`src/rtl/sact_pkg.sv`:
```
// ----------------------------------------------------------------------------
// sact_pkg - shared types for the set-associative cache tag controller
// Transaction payloads, stored line layout, command codes, register indexes.
// ----------------------------------------------------------------------------
package sact_pkg;

  localparam logic CMD_LOOKUP  = 1'b0;
  localparam logic CMD_INSTALL = 1'b1;

  localparam logic [1:0] POL_LRU  = 2'd0;
  localparam logic [1:0] POL_LFU  = 2'd1;
  localparam logic [1:0] POL_PART = 2'd2;
  localparam logic [1:0] POL_RSVD = 2'd3;

  localparam logic REG_POLICY = 1'b0;
  localparam logic REG_QUOTA  = 1'b1;

  localparam logic [5:0] FREQ_MAX = 6'd63;
  localparam int         USE_W    = 5;

  typedef struct packed {
    logic        cmd;
    logic [31:0] line_addr;
    logic        write_op;
    logic [1:0]  core_id;
    logic [31:0] timestamp;
  } req_t;

  typedef struct packed {
    logic        hit;
    logic [2:0]  victim_way;
    logic        evicted_valid;
    logic        evicted_dirty;
    logic [31:0] evicted_tag;
    logic [1:0]  evicted_core;
    logic [31:0] read_accesses;
    logic [31:0] read_misses;
    logic [31:0] write_accesses;
    logic [31:0] write_misses;
    logic [31:0] dirty_evictions;
  } rsp_t;

  typedef struct packed {
    logic        valid;
    logic        dirty;
    logic [31:0] tag;
    logic [5:0]  freq;
    logic [31:0] stamp;
    logic [1:0]  owner;
  } line_t;

  localparam int LINE_W = $bits(line_t);

  typedef struct packed {
    logic [1:0] policy;
    logic [3:0] quota;
  } cfg_t;

endpackage

```
`src/rtl/sact_front.sv`:
```
// ----------------------------------------------------------------------------
// sact_front - request intake
// Two-entry queue that takes request transactions and holds them for the
// back end, so intake and processing stall independently.
// ----------------------------------------------------------------------------
module sact_front
  import sact_pkg::*;
(
  input  logic clk,
  input  logic rst,
  input  logic push,
  output logic full,
  input  req_t req,
  output logic head_valid,
  output req_t head,
  input  logic head_pop
);

  req_t       slot [2];
  logic       wptr;
  logic       rptr;
  logic [1:0] count;

  assign full       = (count == 2'd2);
  assign head_valid = (count != 2'd0);
  assign head       = slot[rptr];

  always_ff @(posedge clk) begin
    if (push && !full) begin
      slot[wptr] <= req;
    end
    if (rst) begin
      wptr  <= 1'b0;
      rptr  <= 1'b0;
      count <= 2'd0;
    end else begin
      if (push && !full) begin
        wptr <= ~wptr;
      end
      if (head_pop && head_valid) begin
        rptr <= ~rptr;
      end
      count <= count + 2'((push && !full) ? 1 : 0) - 2'((head_pop && head_valid) ? 1 : 0);
    end
  end

endmodule

```
`config.mk`:
```
export PLATFORM = sky130hd
export DESIGN_NAME = sact_front
export DESIGN_NICKNAME = d
export VERILOG_FILES = /design/src/rtl/sact_pkg.sv /design/src/rtl/sact_front.sv
export SDC_FILE = /design/constraint.sdc
export NUM_CORES = 1
export LEC_CHECK = 0
export BUFFER_PORTS_ARGS = -buffer_cell sky130_fd_sc_hd__buf_2
export CAP_MARGIN = 20
export CORE_UTILIZATION = 52
export DETAILED_ROUTE_END_ITERATION = 6
export GPL_TIMING_DRIVEN = 0
export PLACE_DENSITY = 0.79
export SLEW_MARGIN = 25
export SYNTH_ARGS = -nofsm -noshare
export SYNTH_HDL_FRONTEND = slang
export SYNTH_SLANG_ARGS = --single-unit
```
`constraint.sdc`:
```
create_clock -name clk -period 2.9 [get_ports clk]
set_input_delay 0.145 -clock clk [delete_from_list [all_inputs] [get_ports clk]]
set_output_delay 0.145 -clock clk [all_outputs]
set_load 0.01 [all_outputs]
```
# Word-level counts from Yosys, hierarchy flattened
# Memory sizes are Yosys's and may differ from the RTL's. A register that Yosys moved wholly into a read port is not among the register bits.
# Cells that the tools add are included.
[word_totals] reg_bits=4 latchBits=0 ramBits=136 rom_bits=0 input_bits=72 memories=1
[op_classes] add_sub_neg=2 multipliers=0 div=0 n_lt_le_gt_ge=0 eq_ne=1 n_shift=0 mux=6 n_bitwise=2 n_reduce_logical=4
[mem_list] memory="slot" words=2 width=68 read_ports=1 rd_ports_with_merged_regs=1 wr=1 line_no="sact_front.sv:19" rtl="req_t slot [2];"
[op_table] cell="$mux 1" n=6
[op_table] cell="$add 2x1->2" n=1
[op_table] cell="$eq 2x2->1 const B" n=1
[op_table] cell="$logic_and 1x1->1" n=2
[op_table] cell="$not 1->1" n=2
[op_table] cell="$reduce_bool 2->1" n=1
[op_table] cell="$sub 2x1->2" n=1
[op_table] cell="$logic_not 1->1" n=1

# Depth between registers and ports, before layout
# Gate-level depths: netlist of the first run.
[depth] word_depth=6 mapped_depth=8

# Worst setup path after synthesis of the first run
# Ideal clock, no wire load.
[synth_path] kind="reg2reg" startpoint="reg count[0]" endpoint="mem slot[0][0] (netlist name), enable pin" t_arrival_ns=2.185 required_time_ns=2.478 path_slack_ns=0.293 path_stages_with_launch=5 path_buffers=0 cell_sequence="dfxtp_1 nand2b_2 inv_2 or3_1 inv_1"
[synth_via] elab_chain_cells=5
[synth_lines] element="start: declaration" line_no="sact_front.sv:22" rtl="logic [1:0] count;"
[synth_lines] element="start signal: assignment" line_no="sact_front.sv:43" rtl="count <= count + 2'((push && !full) ? 1 : 0) - 2'((head_pop && head_valid) ? 1 : 0);"
[synth_lines] element="$eq 2x2->1" line_no="sact_front.sv:24" rtl="assign full = (count == 2'd2);"
[synth_lines] element="named net full" line_no="sact_front.sv:12" rtl="output logic full,"
[synth_lines] element="$logic_not 1->1" line_no="sact_front.sv:29" rtl="if (push && !full) begin"
[synth_lines] element="$logic_and 1x1->1" line_no="sact_front.sv:29"
[synth_lines] element="$mux 1" line_no="sact_front.sv:29"
[synth_lines] element="$mux 1 (not written as such)" line_no="sact_front.sv:30" rtl="slot[wptr] <= req;"
[synth_lines] element="end: declaration" line_no="sact_front.sv:19"
# The timed path passes the listed nets, and every way through them passes these cells.

# Worst setup path after layout of the first run
[layout_path] startpoint="reg count[0]" endpoint="mem slot[0][56] (netlist name), enable pin"
[layout_via] elab_chain_cells=5
[layout_lines] element="$eq 2x2->1" line_no="sact_front.sv:24"
[layout_lines] element="$logic_not 1->1" line_no="sact_front.sv:29"
[layout_lines] element="$logic_and 1x1->1" line_no="sact_front.sv:29"
[layout_lines] element="$mux 1" line_no="sact_front.sv:29"
[layout_lines] element="$mux 1 (not written as such)" line_no="sact_front.sv:30"
# No other way between the ends.

==> flow_metrics.py, run 1 <==
metrics = {
    "run_status": {
        "outcome": "complete, no violations",
    },
    "drt": {
        "drcViolationCount": 0,
        "totalWireLength_um": 9916,
        "initialDrtViolationCount": 73,
        "avgRoutedWirePerCell_um": 16.15,
        "route.vias.total": 2983,
        "via_per_inst": 4.858,
        "ant_nets": 0,
        "first_pass_iters": 4,
    },
    "cells_and_area": {
        "finalNonFillerCells": 614,
        "syn2layout_area_growth_pct": 43.04,
        "fin_area_sq_mm": 0.007481,
        "fin_nets": 543,
        "drive_gt1_share_pct": 52.18,
        "final_util_pct": 76.54,
        "antennaDiodeCount": 0,
    },
    "synth": {
        "synth-adder-area-share_pct": 0.4785,
        "synth.yosys.warnings": 0,
        "ys_seq_elements": 141,
        "yosysTopAreaCellShare_pct": 78.09,
        "syn_area_sq_mm": 0.005230,
        "synth_xor_xnor_area_share_pct": 0.5024,
        "synthTopCellsByArea": "edfxtp_1, mux2_2, mux2_4",
        "ys.flop_type": "edfxtp_1",
        "ys_types": 22,
        "yosys-mux-area-fraction_pct": 16.08,
        "synth_compound_area_share_pct": 0.3349,
        "syn-instance-count": 238,
        "yosysSeqAreaShare_pct": 80.00,
        "synth.top_cells.by_count": "edfxtp_1, mux2_2, mux2_4, dfxtp_1, buf_2",
        "yosysMostFrequentCell": "edfxtp_1",
        "synth_top_family_by_area": "multiplexers",
        "postSynthAreaPerCell_sq_um": 21.97,
        "syn_nets": 312,
        "synth_edf_count": 136,
        "async_flop_share_pct": 0,
        "synth-simple-area-share_pct": 0.9330,
        "yosysTopAreaCell": "edfxtp_1",
    },
    "critical_path": {
        "r2r-start": "count[0]$_SDFF_PP0_",
        "crit_path_top_delay_cell": "dfxtp_1",
        "ff2ff_path_depth": 5,
        "reg2reg_slack_ns": 0.98,
        "worstPathArrival_ns": 2.12,
        "end_kind": "register",
        "path_class": "register to register",
        "worst-path-max-fanout": 39,
        "reg2reg_to": "slot[0][56]$_DFFE_PP_",
        "cp_num_buf_inv": 3,
        "cp-start-kind": "register",
        "cp_cell_sequence": "nand2b_2 -> inv_2 -> or3_1 -> inv_4 -> buf_12",
        "crit_required_ns": 3.10,
        "cp_slowest_stage_delay_ns": 0.37,
        "cp_top_family": "buffers and inverters",
    },
    "sta": {
        "period_share_pct": 66.32,
        "setup_ws_ns": 0.9767,
        "clock_skew_ns": 0.008984,
        "slew_headroom_pct": 70.58,
        "worst_pin_slew_ns": 0.4413,
        "finalSetupViolCount": 0,
        "grt_setup_unrepaired": "no",
        "hold_viol_final": 0,
        "fin_crit_ns": 1.923,
        "fmax_mhz": 520.0,
        "slew_viol_final": 0,
        "setup_tns_ns": 0,
    },
    "hold_path": {
        "hold_start": "head_pop",
        "min_path_cells": 4,
        "hold_path.class": "input port to register",
        "min_to": "rptr$_SDFFE_PP0P_",
    },
    "clock_network": {
        "clk_pin_slew_worst_paths_ns": 0.06,
        "cts_buffer_depth": 2,
        "htree_levels": 4,
        "postCtsSetupRepairBufs": 0,
        "clock-sinks": 141,
        "clock_latency_ns": 0.51,
        "cts_root_buffer": "clkbuf_8",
        "cts_resized": 0,
        "cts_tree": "done",
        "cts_buffers": 17,
    },
    "place": {
        "gp_congestion": 0.7026,
        "dp_hpwl_um": 5582,
        "place_ws_ns": 0.9891,
        "port_buffers": 141,
        "place_area_sq_mm": 0.006150,
        "placed_cells": 514,
    },
    "die": {
        "die_y_um": 102.3,
        "die_area_sq_mm": 0.01046,
        "start_util_pct": 53.51,
        "ioPinCount": 142,
        "core-area_sq_mm": 0.009774,
        "fp-row-count": 36,
        "die_x_um": 102.3,
    },
    "flow_run": {
        "cap_violations": 0,
    },
    "grt": {
        "grtUsageTotal_pct": 19.44,
        "overflow": 0,
        "grt_max_degree": 41,
        "grt_pass1_wl_um": 14360,
        "antenna_found_initial": 0,
        "grt_pass1_vias": 3067,
    },
    "pwr": {
        "leakage_uw": 0.002930,
        "powerDensity_mw_per_mm2": 850.6,
        "ir_worst_vdd_uv": 621.1,
    },
}
worst max-delay path by stage:
stage	start	end	slack, ns	cells after the start
finish	count[0]$_SDFF_PP0_	slot[0][56]$_DFFE_PP_	0.98	5
global route	count[0]$_SDFF_PP0_	slot[0][49]$_DFFE_PP_	0.84	5
CTS	register	head[47]	0.97	5
detailed placement	count[0]$_SDFF_PP0_	slot[0][56]$_DFFE_PP_	0.99	5
global placement	count[0]$_SDFF_PP0_	slot[1][59]$_DFFE_PP_	-0.50	2
floorplan	count[0]$_SDFF_PP0_	slot[0][0]$_DFFE_PP_	0.29	4
flip-flops by register name (all words and copies together), names as in the netlist, named ones only:
signal	cells
wptr	1
rptr	1
slot	136
count	2
stage by stage:
stage | hold WS (ns) | total power [uW]
finish | 0.07856 | 6363
global route | 0.1270 | 6605
CTS | 0.01877 | 6398
detailed placement | 0.3361 | 4012
global placement | 0.3336 | 3973
floorplan | 0.2141 | 3527
worst reg2reg max path, delay by kind of cell, from the launching register on:
family / cells / cell delay [ns]
buffers and inverters: 3 / 0.66
DFF: 1 / 0.37
and+or+nand+nor: 2 / 0.54
cell families after synthesis:
group                    after synthesis
flip-flops                           141
multiplexers                          68
buffers and inverters                 12
AND/OR/NAND/NOR                        9
AO/OA/AOI/OAI                          3
XOR/XNOR                               3
adder cells (fa/ha/maj)                2
metal layers:
| layer | vias up | wire length (um) | track usage, % |
|---|---|---|---|
| li1 | 1405 | - | - |
| met5 | - | 0 | 0 |
| met3 | 25 | 587 | 5.609 |
| met2 | 120 | 5360 | 35.31 |
| met4 | 0 | 254 | 11.32 |
| met1 | 1433 | 3713 | 19.87 |
cells in the final DEF, fill, tap and decap left out, types with 3 or more instances in the layout:
| cell type | count |
|---|---|
| buf_2 | 145 |
| bufinv_16 | 6 |
| clkbuf_16 | 16 |
| clkinv_4 | 3 |
| dfxtp_1 | 5 |
| dlygate4sd3_1 | 69 |
| edfxtp_1 | 136 |
| mux2_2 | 48 |
| mux2_4 | 20 |
| nor2_1 | 3 |
report_power, final:
group	internal, uW	switching, uW
Sequential	2530	68.5
Combinational	746	705
Clock	1560	755
Total	4840	1530
timing repair:
item	CTS	global route
hold buffers	69	0
endpoints found under the hold margin	141	0
endpoints found under the setup margin	0	0
final cells by class:
| class | count | area (sq um) |
|---|---|---|
| Sequential cell | 141 | 4184 |
| Fill cell | 565 | 2293 |
| Inverter | 4 | 17.52 |
| Clock inverter | 12 | 219.0 |
| Tap cell | 133 | 166.4 |
| Clock buffer | 19 | 421.7 |
| Timing Repair Buffer | 212 | 1436 |
| Multi-Input combinational cell | 85 | 963.4 |
| Buffer | 8 | 72.57 |
Power figures use the tool's default switching activity.
==> run 2: changes to the inputs <==
CORE_UTILIZATION = 47   (was 52)
PLACE_DENSITY = 0.76   (was 0.79)
clock period = 1.7 ns   (was 2.9 ns; I/O delays follow)
==> flow_metrics.py, run 2 (synthesis results as in run 1) <==
metrics = {
    "clock_network": {
        "clock_latency_ns": 0.50,
        "cts_buffers": 17,
        "cts_buffer_depth": 2,
        "clock-sinks": 141,
        "clk_pin_slew_worst_paths_ns": 0.06,
        "cts_tree": "done",
        "cts_root_buffer": "clkbuf_8",
        "htree_levels": 4,
    },
    "critical_path": {
        "worstPathArrival_ns": 1.69,
        "ff2ff_path_depth": 5,
        "end_kind": "output pin",
        "worst-path-max-fanout": 6,
        "crit_required_ns": 1.62,
        "cp_slowest_stage_delay_ns": 0.32,
        "path_common_cell": "buf_6",
        "path_class": "register to output pin",
        "r2r-start": "count[0]$_SDFF_PP0_",
        "reg2reg_slack_ns": 0.03,
        "crit_path_top_delay_cell": "dfxtp_2",
        "cp_cell_sequence": "buf_6 -> buf_12 -> clkbuf_16 -> mux2_4 -> buf_6",
        "cp-start-kind": "register",
        "cp_num_buf_inv": 4,
        "cp_top_family": "buffers and inverters",
        "reg2reg_to": "slot[0][35]$_DFFE_PP_",
    },
    "drt": {
        "initialDrtViolationCount": 83,
        "avgRoutedWirePerCell_um": 16.26,
        "route.vias.total": 2968,
        "ant_nets": 0,
        "via_per_inst": 4.711,
        "first_pass_iters": 4,
        "totalWireLength_um": 10250,
        "drcViolationCount": 0,
    },
    "sta": {
        "hold_viol_final": 0,
        "slew_viol_final": 0,
        "setup_ws_ns": -0.07413,
        "clock_skew_ns": 0.005891,
        "finalSetupViolCount": 60,
        "worst_pin_slew_ns": 0.4279,
        "fmax_mhz": 563.7,
        "finalHoldWorstSlack_ns": 0.03060,
        "slew_headroom_pct": 71.47,
        "period_share_pct": 104.4,
        "grt_setup_unrepaired": "yes",
        "fin_crit_ns": 1.774,
    },
    "pwr": {
        "p_switching_uw": 2799,
        "seq_power_share_pct": 40.1,
        "switching_share_pct": 25.29,
        "pwr-share-comb_pct": 27.4,
        "p_int_uw": 8268,
        "leakage_uw": 0.003047,
        "p_clk_share_pct": 32.5,
        "powerDensity_mw_per_mm2": 1418,
        "ir_worst_vdd_uv": 862.0,
    },
    "die": {
        "core-area_sq_mm": 0.01084,
        "die_area_sq_mm": 0.01155,
        "fp-row-count": 38,
        "die_y_um": 107.5,
        "ioPinCount": 142,
        "die_x_um": 107.5,
        "start_util_pct": 48.25,
    },
    "grt": {
        "antenna_found_initial": 0,
        "grt_pass1_vias": 3071,
        "grt_pass1_wl_um": 14860,
        "grt_max_degree": 37,
        "grtUsageTotal_pct": 17.59,
        "overflow": 0,
    },
    "hold_path": {
        "hold_start": "head_pop",
        "min_to": "rptr$_SDFFE_PP0P_",
        "min_path_cells": 4,
        "hold_path.class": "input port to register",
    },
    "cells_and_area": {
        "layout_commonest_cell": "edfxtp_1",
        "fin_nets": 551,
        "syn2layout_area_growth_pct": 49.26,
        "antennaDiodeCount": 0,
        "finalNonFillerCells": 630,
        "drive_gt1_share_pct": 54.29,
        "reg.largest.list": "slot x136, count x2",
        "largest_reg_flops": 136,
        "final_util_pct": 72.01,
        "top_register": "slot",
        "final_cell_mix": "edfxtp_1, buf_2, dlygate4sd3_1",
    },
    "flow_run": {
        "cap_violations": 0,
    },
    "run_status": {
        "violations": "negative setup slack",
        "outcome": "complete, but fails checks",
    },
    "place": {
        "dp_hpwl_um": 5739,
        "placed_cells": 522,
        "port_buffers": 141,
        "gp_congestion": 0.6697,
    },
}
## run 2: layout make-up
class                   instances  area [sq um]
clock buffers                  18         417.9
clock inverters                14         167.7
repair buffers                219          1732
inverters                       4         21.27
fillers                       680          3034
plain buffers                   8         101.3
well taps                     140         175.2
flip-flops and latches        141          4188
multi-input cells              86          1003
## run 2: tightest hold or removal path: stages
cell and delay, ns:
buf_2 0.08, o21a_1 0.16, xnor2_1 0.09, nor2_1 0.08
## run 2: power by group through the flow
stage	Clock, uW	Combinational [uW]	Sequential [uW]
after floorplan	0	1560	4480
after global routing	3810	3250	4470
after detailed placement	0	2400	4500
after CTS	3660	2790	4430
after global placement	0	2300	4500
final	3590	3030	4440
## run 2: how the worst max path moves through the flow
stage	start	to	slack (ns)	cells after the start
floorplan	count[0]$_SDFF_PP0_	slot[0][0]$_DFFE_PP_	-0.30	4
detailed placement	count[0]$_SDFF_PP0_	slot[0][4]$_DFFE_PP_	-0.02	5
finish	register	head[66]	-0.07	5
global placement	count[0]$_SDFF_PP0_	slot[0][4]$_DFFE_PP_	-0.88	4
global route	register	head[49]	-0.14	5
CTS	register	head[60]	-0.09	5
## run 2: timing repair
| action | 4_1_cts | 5_1_grt |
|---|---|---|
| setup buffers | 2 | 0 |
| resized for setup | 29 | 15 |
| cloned | 0 | 4 |
| pin swaps | 0 | 1 |
| hold buffers | 70 | 0 |
| setup endpoints to repair | 129 | 103 |
| endpoints found under the hold margin | 141 | 0 |
## run 2: metrics by stage
step	total power [uW]	TNS [ns]	instance area (sq um)	worst slack (ns)
floorplan	6036	-27.13	5250	-0.2998
global placement	6799	-96.58	6131	-0.8822
detailed placement	6901	-0.8150	6195	-0.02102
CTS	10890	-3.250	7651	-0.09276
global route	11530	-6.679	7806	-0.1412
finish	11070	-1.812	7806	-0.07413
## run 2: metal layers
metal / wire [um] / vias up / share of wire, % / track usage [%]
li1: - / 1414 / - / -
met1: 4076 / 1442 / 40 / 20.03
met2: 5544 / 101 / 54 / 31.00
met3: 502 / 11 / 4.9 / 5.206
met4: 122 / 0 / 1.2 / 6.849
met5: 0 / - / 0 / 0
